`config.mk`:
```
export PLATFORM = sky130hd
export DESIGN_NAME = pwm_compare_timer_top
export DESIGN_NICKNAME = d
export VERILOG_FILES = /design/src/hdl/pct_pkg.sv /design/src/hdl/pwm_compare_timer_top.sv /design/src/hdl/pct_core.sv
export SDC_FILE = /design/constraint.sdc
export NUM_CORES = 1
export LEC_CHECK = 0
export ABC_CLOCK_PERIOD_IN_PS = 2500
export BUFFER_PORTS_ARGS = -buffer_cell sky130_fd_sc_hd__buf_2
export CAP_MARGIN = 10
export CORE_UTILIZATION = 56
export DETAILED_ROUTE_END_ITERATION = 8
export PLACE_DENSITY = 0.78
export SETUP_SLACK_MARGIN = 0.1
export SLEW_MARGIN = 20
export SYNTH_ARGS = -nofsm -noshare
export SYNTH_HDL_FRONTEND = slang
export SYNTH_SLANG_ARGS = --single-unit
```
`constraint.sdc`:
```
create_clock -name clk -period 2.5 [get_ports clk]
set_input_delay 0.625 -clock clk [delete_from_list [all_inputs] [get_ports clk]]
set_output_delay 0.625 -clock clk [all_outputs]
set_load 0.03 [all_outputs]
```
`src/hdl/pct_pkg.sv`:
```
// ---------------------------------------------------------------------------
// PWM compare timer package
// Types, register offsets and field layout shared by the timer modules.
// ---------------------------------------------------------------------------
`default_nettype none

package pct_pkg;

	localparam int unsigned NUM_CHANNELS_DEF = 3;
	localparam int unsigned NUM_FLAGS        = 3;   // channels with flag and enable bits
	localparam int unsigned NUM_PINS         = 6;

	localparam int unsigned IN_TDATA_W  = 16;
	localparam int unsigned OUT_TDATA_W = 24;

	typedef enum logic [1:0] {
		REQ_TICK  = 2'd0,
		REQ_READ  = 2'd1,
		REQ_WRITE = 2'd2
	} req_kind_t;

	// Clock select codes in TCR[1:0]
	localparam logic [1:0] CLK_STOP  = 2'd0;
	localparam logic [1:0] CLK_DIV2  = 2'd1;
	localparam logic [1:0] CLK_DIV8  = 2'd2;

	// Register offsets
	localparam logic [3:0] OFF_TCR   = 4'd0;
	localparam logic [3:0] OFF_TMSR  = 4'd1;
	localparam logic [3:0] OFF_ODL   = 4'd2;
	localparam logic [3:0] OFF_ODR0  = 4'd3;
	localparam logic [3:0] OFF_OCR0H = 4'd6;
	localparam logic [3:0] OFF_OCR0L = 4'd7;
	localparam logic [3:0] OFF_TMRH  = 4'd12;
	localparam logic [3:0] OFF_TMRL  = 4'd13;

	// Control and status bits
	localparam int unsigned TCR_FRM_BIT   = 3;
	localparam int unsigned TCR_OMS_BIT   = 4;
	localparam int unsigned TMSR_TRE0_BIT = 6;
	localparam int unsigned TMSR_TRE2_BIT = 7;

	localparam logic [15:0] CMP_RESET   = 16'hFFFF;
	localparam logic [7:0]  UNDECODED   = 8'hFF;
	localparam logic [1:0]  PAD_ONES    = 2'b11;

	typedef struct packed {
		req_kind_t   req_type;
		logic [3:0]  reg_offset;
		logic [7:0]  write_data;
	} pct_req_t;

	typedef struct packed {
		logic [1:0]  trigger_pulses;
		logic [2:0]  irq_lines;
		logic [5:0]  pin_levels;
		logic [7:0]  read_data;
	} pct_res_t;

	// Last prescaler value before wrap for a running clock select
	function automatic logic [4:0] presc_last(input logic [1:0] sel);
		logic [4:0] last;
		unique case (sel)
			CLK_DIV2: last = 5'd1;
			CLK_DIV8: last = 5'd7;
			default:  last = 5'd31;
		endcase
		return last;
	endfunction

endpackage

`default_nettype wire

```
`src/hdl/pwm_compare_timer_top.sv`:
```
// ---------------------------------------------------------------------------
// PWM compare timer
// Three-channel 16-bit output-compare timer on a stream interface.
// ---------------------------------------------------------------------------
// Each input transaction is one request: a base clock tick, a byte read or a
// byte write at a register offset (kind in tuser). Every request yields
// exactly one result transaction carrying the read byte (zero unless a read),
// the six output pins, the interrupt lines and the trigger pulses as they
// stand after the request. The block takes one transaction per clock while
// the output is not stalled. A request is held in the request register;
// when the output register is free or draining, the timer state is updated
// in a single pass and the result is loaded into the output register,
// where it is presented until taken. A stalled output stalls the request
// register, and the input keeps accepting while that register is free.
// ---------------------------------------------------------------------------
`default_nettype none

module pwm_compare_timer_top import pct_pkg::*; #(
	parameter int unsigned NUM_CHANNELS = NUM_CHANNELS_DEF
) (
	input  wire logic                   clk,
	input  wire logic                   arst_n,
	input  wire logic                   s_axis_tvalid,
	output logic                        s_axis_tready,
	input  wire logic [IN_TDATA_W-1:0]  s_axis_tdata,   // reg_offset[3:0], write_data[11:4]
	input  wire logic [1:0]             s_axis_tuser,   // req_type[1:0]
	output logic                        m_axis_tvalid,
	input  wire logic                   m_axis_tready,
	output logic [OUT_TDATA_W-1:0]      m_axis_tdata    // read_data[7:0], pin_levels[13:8],
	                                                    // irq_lines[16:14], trigger_pulses[18:17]
);

	logic     req_valid_s1;
	pct_req_t req_s1;
	logic     out_valid_q;
	pct_res_t out_res_q;
	pct_res_t core_res;
	logic     advance;
	logic     step;

	// the request stage moves on whenever the output register is free or draining
	assign advance       = !out_valid_q || m_axis_tready;
	assign s_axis_tready = !req_valid_s1 || advance;
	assign step          = req_valid_s1 && advance;

	// hold the incoming transaction in the request register
	always_ff @(posedge clk or negedge arst_n) begin
		if (!arst_n) begin
			req_valid_s1 <= 1'b0;
		end else if (s_axis_tready) begin
			req_valid_s1 <= s_axis_tvalid;
		end
	end

	always_ff @(posedge clk) begin
		if (s_axis_tready && s_axis_tvalid) begin
			req_s1.req_type   <= req_kind_t'(s_axis_tuser);
			req_s1.reg_offset <= s_axis_tdata[3:0];
			req_s1.write_data <= s_axis_tdata[11:4];
		end
	end

	pct_core #(
		.NUM_CHANNELS (NUM_CHANNELS)
	) u_core (
		.clk    (clk),
		.arst_n (arst_n),
		.step   (step),
		.req    (req_s1),
		.res    (core_res)
	);

	// output register: load on a step, drop valid once taken
	always_ff @(posedge clk or negedge arst_n) begin
		if (!arst_n) begin
			out_valid_q <= 1'b0;
		end else if (advance) begin
			out_valid_q <= req_valid_s1;
		end
	end

	always_ff @(posedge clk) begin
		if (step) begin
			out_res_q <= core_res;
		end
	end

	assign m_axis_tvalid = out_valid_q;
	assign m_axis_tdata  = {{(OUT_TDATA_W - $bits(pct_res_t)){1'b0}}, out_res_q};

endmodule

`default_nettype wire

```
`src/hdl/pct_core.sv`:
```
// ---------------------------------------------------------------------------
// PWM compare timer core
// Timer state and the single-pass update for one request.
// ---------------------------------------------------------------------------
`default_nettype none

module pct_core import pct_pkg::*; #(
	parameter int unsigned NUM_CHANNELS = NUM_CHANNELS_DEF
) (
	input  wire logic     clk,
	input  wire logic     arst_n,
	input  wire logic     step,
	input  wire pct_req_t req,
	output pct_res_t      res
);

	logic [7:0]  ctrl_q, ctrl_d;
	logic [7:0]  status_q, status_d;
	logic [5:0]  latch_q, latch_d;
	logic [5:0]  odata_q [NUM_CHANNELS];
	logic [5:0]  odata_d [NUM_CHANNELS];
	logic [15:0] cmp_q [NUM_CHANNELS];
	logic [15:0] cmp_d [NUM_CHANNELS];
	logic [15:0] count_q, count_d;
	logic [7:0]  blatch_q, blatch_d;
	logic [2:0]  seen_q, seen_d;
	logic [4:0]  presc_q, presc_d;

	logic                    wrap;
	logic [NUM_CHANNELS-1:0] hit;
	logic [7:0]              rd;
	logic [1:0]              trig;
	logic [2:0]              irq;

	// prescaler wrap on a tick with the clock running
	always_comb begin
		wrap = (req.req_type == REQ_TICK) && (ctrl_q[1:0] != CLK_STOP)
			&& (presc_q == presc_last(ctrl_q[1:0]));
		for (int j = 0; j < NUM_CHANNELS; j++) begin
			hit[j] = wrap && (cmp_q[j] == count_q);
		end
	end

	always_comb begin
		ctrl_d   = ctrl_q;
		status_d = status_q;
		latch_d  = latch_q;
		odata_d  = odata_q;
		cmp_d    = cmp_q;
		count_d  = count_q;
		blatch_d = blatch_q;
		seen_d   = seen_q;
		presc_d  = presc_q;
		rd       = '0;
		trig     = '0;

		unique case (req.req_type)
			REQ_TICK: begin
				if (ctrl_q[1:0] == CLK_STOP) begin
					presc_d = '0;
				end else if (!wrap) begin
					presc_d = presc_q + 5'd1;
				end else begin
					presc_d = '0;
					count_d = count_q + 16'd1;
					if (hit[0] && ctrl_q[TCR_FRM_BIT]) begin
						count_d = '0;
					end
					if (ctrl_q[TCR_OMS_BIT]) begin
						// lowest matching channel wins
						for (int j = NUM_CHANNELS - 1; j >= 0; j--) begin
							if (hit[j]) begin
								latch_d = odata_q[j];
							end
						end
					end else begin
						for (int j = 0; j < NUM_CHANNELS; j++) begin
							if (hit[j]) begin
								latch_d[j] = odata_q[j][j];
							end
						end
					end
					for (int j = 0; j < NUM_CHANNELS && j < NUM_FLAGS; j++) begin
						if (hit[j]) begin
							status_d[j] = 1'b1;
						end
					end
					trig[0] = hit[0] && status_q[TMSR_TRE0_BIT];
					if (NUM_CHANNELS > 2) begin
						trig[1] = hit[NUM_CHANNELS > 2 ? 2 : 0] && status_q[TMSR_TRE2_BIT];
					end
				end
			end
			REQ_READ: begin
				unique case (req.reg_offset)
					OFF_TCR:  rd = ctrl_q;
					OFF_TMSR: begin
						rd     = status_q;
						seen_d = status_q[2:0];
					end
					OFF_ODL:  rd = {PAD_ONES, latch_q};
					OFF_TMRH: begin
						rd       = count_q[15:8];
						blatch_d = count_q[7:0];
					end
					OFF_TMRL: rd = blatch_q;
					default: begin
						rd = UNDECODED;
						for (int j = 0; j < NUM_CHANNELS && j < NUM_FLAGS; j++) begin
							if (req.reg_offset == 4'(OFF_ODR0 + j)) begin
								rd = {PAD_ONES, odata_q[j]};
							end
							if (req.reg_offset == 4'(OFF_OCR0H + 2 * j)) begin
								rd = cmp_q[j][15:8];
							end
							if (req.reg_offset == 4'(OFF_OCR0L + 2 * j)) begin
								rd = cmp_q[j][7:0];
							end
						end
					end
				endcase
			end
			REQ_WRITE: begin
				unique case (req.reg_offset)
					OFF_TCR: begin
						ctrl_d  = req.write_data;
						presc_d = '0;
					end
					OFF_TMSR: begin
						// clear a flag only if it was seen set and 0 is written
						status_d = {req.write_data[7:3],
							status_q[2:0] & (req.write_data[2:0] | ~seen_q)};
						seen_d   = '0;
					end
					OFF_ODL:  latch_d  = req.write_data[5:0];
					OFF_TMRH: blatch_d = req.write_data;
					OFF_TMRL: count_d  = {blatch_q, req.write_data};
					default: begin
						for (int j = 0; j < NUM_FLAGS; j++) begin
							if (req.reg_offset == 4'(OFF_OCR0H + 2 * j)) begin
								blatch_d = req.write_data;
							end
						end
						for (int j = 0; j < NUM_CHANNELS && j < NUM_FLAGS; j++) begin
							if (req.reg_offset == 4'(OFF_ODR0 + j)) begin
								odata_d[j] = req.write_data[5:0];
							end
							if (req.reg_offset == 4'(OFF_OCR0L + 2 * j)) begin
								cmp_d[j] = {blatch_q, req.write_data};
							end
						end
					end
				endcase
			end
			default: ;
		endcase
	end

	always_comb begin
		irq = '0;
		for (int n = 0; n < NUM_CHANNELS && n < NUM_FLAGS; n++) begin
			irq[n] = status_d[n] && status_d[n + 3];
		end
		res.read_data      = rd;
		res.pin_levels     = latch_d;
		res.irq_lines      = irq;
		res.trigger_pulses = trig;
	end

	always_ff @(posedge clk or negedge arst_n) begin
		if (!arst_n) begin
			ctrl_q   <= '0;
			status_q <= '0;
			latch_q  <= '0;
			count_q  <= '0;
			blatch_q <= '0;
			seen_q   <= '0;
			presc_q  <= '0;
			for (int j = 0; j < NUM_CHANNELS; j++) begin
				odata_q[j] <= '0;
				cmp_q[j]   <= CMP_RESET;
			end
		end else if (step) begin
			ctrl_q   <= ctrl_d;
			status_q <= status_d;
			latch_q  <= latch_d;
			count_q  <= count_d;
			blatch_q <= blatch_d;
			seen_q   <= seen_d;
			presc_q  <= presc_d;
			odata_q  <= odata_d;
			cmp_q    <= cmp_d;
		end
	end

endmodule

`default_nettype wire

```
### Word level (Yosys, flattened, before mapping)

Index checks and enable logic that the tools add are counted.

* register bits after elaboration: 155
* output and inout port bits: 26

* bitwise operators: 6
* reductions and logical operators: 38
* add/sub/neg operators: 2
* multiplexer cells: 49
* equality and inequality tests: 30

Operators with widths (count)
* two-way mux 8 bit: 12
* two-way mux 16 bit: 4
* equality test 16 bit: 3
* two-way mux 6 bit: 8
* case mux 8 bit (5 select lines): 1
* case mux 16 bit (2 select lines): 1
* case mux 8 bit (2 select lines): 2
* AND reduction 4 bit: 7
* equality test 4 bit, second input constant: 6
* two-way mux 3 bit: 7
* case mux 5 bit (2 select lines): 2
* adder 16 x 1 -> 16 bit, second input constant: 1
* equality test 4 x 3 -> 1 bit, second input constant: 4
* two-way mux 5 bit: 3
* logical AND 1 bit: 13
* case mux 3 bit (2 select lines): 2
* case mux 6 bit (2 select lines): 1
* != test 2 bit, second input constant: 5
* AND reduction 5 bit: 2
* AND reduction 3 bit: 3
* equality test 4 x 2 -> 1 bit, second input constant: 2
* two-way mux 1 bit: 6
* != test 2 x 1 -> 1 bit, second input constant: 3
* nonzero test 2 bit: 3
* other kinds (17): 24

### Depth between registers and ports, before layout

* word-level depth: 12
* depth in mapped cells: 11
* gate-level depth less buffers: 9

### Cells and area by module

Synthesis repeated with hierarchy kept, for this count alone.

* cells, all modules: 800
* area total of the unflattened synthesis: 8481.9 µm²

Modules (own cells, without submodules)
* pct_core: sequential area each 3062.9 µm², times used 1, cells each 753, area each 7345.8 µm²
* pwm_compare_timer_top: sequential area each 1041.0 µm², times used 1, cells each 47, area each 1136.1 µm²

### Worst setup path after synthesis

OpenSTA, ideal clock, no wires.

* path kind: input port to flip-flop
* from: input m_axis_tready
* to: register u_core.status_q[3]
* required time: 2.375 ns
* arrival time: 2.414 ns
* library setup time: 0.125 ns
* slack: -0.039 ns
* stages: 6
* path buffers: 1
* cells stage by stage: nand2b_1 nand2_1 inv_1 clkbuf_1 nand3_1 mux2_2

* longest elaborated chain between the ends: 2

RTL lines
* start, declared: line pwm_compare_timer_top.sv:28 `input wire logic m_axis_tready,`
* logical OR 1 bit: line pwm_compare_timer_top.sv:42 `assign advance = !out_valid_q || m_axis_tready;`
* logical AND 1 bit: line pwm_compare_timer_top.sv:44 `assign step = req_valid_s1 && advance;`
* via step: line pwm_compare_timer_top.sv:39 `logic step;`
* end signal, assigned: line pct_core.sv:185 `status_q <= status_d;`
* end, declared: line pct_core.sv:18 `logic [7:0] status_q, status_d;`

The timed path passes the listed nets, and every way through them passes these cells.
A chain may end at the register's enable or synchronous reset.

==> impl_metrics.env <==
export IMPL_critPathTopFamily="simple AND/OR/NAND/NOR gates"
export IMPL_vias=7514
export IMPL_drt_first_pass_iters=9
export IMPL_p_clk_share_pct=30.4
export IMPL_p_sw_share_pct=35.05
export IMPL_p_sw_w=0.002776
export IMPL_period_share_pct=106.6
export IMPL_cp_max_fo=7
export IMPL_slew_violations=0
export IMPL_slew_headroom_pct=46.77
export IMPL_internal_power_w=0.005145
export IMPL_rows=44
export IMPL_cts_buffers=17
export IMPL_gp_congestion=1.027
export IMPL_synthTopCellsByArea="dfrtp_1, dfstp_2, mux2_2"
export IMPL_ys_types=76
export IMPL_synth_seq_area_share_pct=48.15
export IMPL_synth_edf_count=33
export IMPL_p_per_area_nw_per_um2=750.5
export IMPL_utilization_pct=71.80
export IMPL_path_buf_inv=1
export IMPL_seq_area_um2=4110
export IMPL_cts_clk_slew_worst_paths_ps=70
export IMPL_wirelength_um=27840
export IMPL_fp_dieH_um=125.4
export IMPL_p_leak_nw=4.547
export IMPL_grt_use_met2_pct=55.90
export IMPL_initial_core_util_pct=57.98
export IMPL_drt_iter0_markers=1188
export IMPL_drtAntennaViolNets=0
export IMPL_yosysMostFrequentCell="mux2_2"
export IMPL_vias_per_cell=6.831
export IMPL_status="complete, but fails checks"
export IMPL_grt_pass1_wl_um=41150
export IMPL_clock_path_buffers=2
export IMPL_top_usage_layer="met2"
export IMPL_critPathLaunchType="flip-flop"
export IMPL_setup_slack_ps=-165.8
export IMPL_pin_count=48
export IMPL_fillers=981
export IMPL_finalPower_w=0.007921
export IMPL_ir_drop_uv=627.2
export IMPL_drc=6
export IMPL_crit_chain="inv_2, ha_4, or3b_4, a22oi_4, nand2_4, nor4_1, o311ai_1, a21o_1, mux2_4"
export IMPL_cts_root_buf="clkbuf_16"
export IMPL_synth_cells=804
export IMPL_num_antenna_cells=0
export IMPL_dieArea_um2=15720
export IMPL_hold_class="in2async"
export IMPL_cts_tree="yes"
export IMPL_placed_area_um2=9328
export IMPL_hold_viol_final=0
export IMPL_synth_area_um2=8523
export IMPL_share_comb_of_total_power_pct=23.1
export IMPL_synthArstFlopShare_pct=78.71
export IMPL_stdcell_area_um2=10550
export IMPL_yosysTopAreaCell="dfrtp_1"
export IMPL_seq_power_share_pct=46.5
export IMPL_fin_crit_ps=2666
export IMPL_clk_latency_ps=440
export IMPL_crit_path_end_kind="flip-flop"
export IMPL_drive_gt1_share_pct=42.36
export IMPL_track_usage_pct=35.19
export IMPL_worstMarginPinSlew_ps=798.4
export IMPL_rsz0062_at_grt="true"
export IMPL_wl_per_cell_um=25.31
export IMPL_slowest_delay_ps=470
export IMPL_dp_hpwl_um=18870
export IMPL_crit_arrival_ps=2990
export IMPL_ys_top_cells_by_count="mux2_2, dfrtp_1, o21ai_0"
export IMPL_ys_ff_latch=155
export IMPL_grtUsageMet1_pct=46.03
export IMPL_cp_depth=9
export IMPL_skew_ps=12.11
export IMPL_nets=932
export IMPL_finalSetupViolations=16
export IMPL_worstSetupPathType="reg2reg"
export IMPL_gr_total_overflow=0
export IMPL_cp_slowest_cell="nor4_1"
export IMPL_syn2layout_area_growth_pct=23.83
export IMPL_grt_max_degree=63
export IMPL_multi_input_area_um2=4456
export IMPL_design_core_area_um2=14700
export IMPL_yosys_area_top_type_share_pct=21.73
export IMPL_clock_fmax_mhz=375.1
export IMPL_die_x_um=125.4
export IMPL_cp_required_ps=2830
export IMPL_h_tree_depth=4
export IMPL_yosys_most_used_dff="dfrtp_1"
export IMPL_violations="design-rule violations, negative setup slack"
export IMPL_worstRegToRegCells=9
export IMPL_grt_pass1_vias=7190
export IMPL_io_buffers=38
export IMPL_met3_usage_pct=8.258
export IMPL_yosysWarningCount=0
export IMPL_cap_violations=0
export IMPL_antenna_found_initial=0
export IMPL_clock_sinks=155
export IMPL_avgSynthCellArea_um2=10.60
state kept, by name, indices dropped and copies added, names as in the netlist:
register / flops
req_s1: 14
u_core.count_q: 16
req_valid_s1: 1
m_axis_tvalid: 1
u_core.presc_q: 5
u_core.cmp_q: 48
u_core.ctrl_q: 8
m_axis_tdata: 19
u_core.blatch_q: 8
u_core.latch_q: 6
u_core.seen_q: 3
u_core.odata_q: 18
u_core.status_q: 8
power groups by stage:
stage | sequential, W | clock [W] | combinational [W]
2_1_floorplan | 0.00333 | 0 | 0.00117
3_3_place_gp | 0.00364 | 0 | 0.00153
3_5_place_dp | 0.00365 | 0 | 0.00159
4_1_cts | 0.00362 | 0.00241 | 0.00167
5_1_grt | 0.00368 | 0.00254 | 0.00195
6_report | 0.00368 | 0.00241 | 0.00183
final cells by class:
type / count / area share, %
clock buffer: 18 / 4.066
multi-input combinational: 566 / 42.22
inverter: 23 / 0.8180
timing repair buffer: 140 / 10.72
tap: 184 / 2.181
clock inverter: 14 / 1.055
sequential: 155 / 38.94
layout by cell type, fill, tap and decap left out, drive strengths merged, types with 6 or more instances in the layout:
| cell type | count |
|---|---|
| buf | 137 |
| mux2 | 93 |
| dfrtp | 74 |
| o21ai | 61 |
| nand2 | 53 |
| xor2 | 48 |
| dfstp | 48 |
| nor2 | 44 |
| a21oi | 36 |
| edfxtp | 33 |
| inv | 29 |
| clkbuf | 21 |
| nor4 | 20 |
| nand3 | 17 |
| nor3 | 16 |
| o22ai | 15 |
| mux2i | 12 |
| nand2b | 11 |
| a22oi | 8 |
| nand3b | 7 |
| o21a | 7 |
| a221oi | 7 |
| ha | 7 |
| nor2b | 6 |
| and3 | 6 |
| a22o | 6 |
| o311ai | 6 |
| and2 | 6 |
stage by stage:
stage / cells / TNS [ps] / setup WS (ps) / hold WS [ps]
3_5_place_dp: 1043 / -783.2 / -104.2 / 487.0
3_3_place_gp: 1043 / -96.47 / -41.60 / 468.7
2_1_floorplan: 808 / 0 / 61.39 / 329.4
6_report: 1100 / -697.5 / -165.8 / 145.9
5_1_grt: 1100 / -1907 / -227.6 / 170.9
4_1_cts: 1088 / -0.6795 / -0.6795 / 159.8
worst paths after layout:
kind / startpoint / end / slack (ps)
setup / recovery: u_core.ctrl_q[1] / u_core.latch_q[4] / -170
min in group clk: s_axis_tuser[0] / req_s1[12] / 350
hold / removal: arst_n / u_core.ctrl_q[0] / 150
max in group asynchronous: arst_n / u_core.cmp_q[16] / 1610
hold reg to reg: u_core.seen_q[0] / u_core.seen_q[0] / 500
setup reg to reg: u_core.ctrl_q[1] / u_core.latch_q[4] / -170
timing repair:
action	CTS	global route
resized for setup	45	76
gates cloned	0	4
setup endpoints to repair	28	45
pin swaps	24	27
hold buffers	0	0
setup buffers	14	9
worst register-to-register path, delay by kind of cell, from the launching register on:
| kind | cells | cell delay, ps |
|---|---|---|
| simple gates | 3 | 1000 |
| mux | 1 | 260 |
| compound gates | 3 | 590 |
| buf+inv | 1 | 80 |
| fa+ha+maj | 1 | 270 |
| flops | 1 | 360 |
cell families (layout without fill, tap and decap cells):
family,count (synthesis),in the layout,share of synthesized area [%]
AOI/OAI and AO/OA,189,190,14.64
xor gates and xnor gates,48,48,4.932
adders and majority gates,7,7,1.028
buffers and inverters,88,195,4.507
DFF,155,155,48.15
muxes,105,105,13.74
other,1,5,0.04400
and+or+nand+nor,211,211,12.96
metal layers:
layer  routed length [um]  vias to the layer above
met3                 3049                      145
met4                 1458                        0
met1                10400                     3675
li1                     -                     3141
met2                12930                      553
met5                    0                        -
Note: power is estimated with default switching activity, not from simulation.
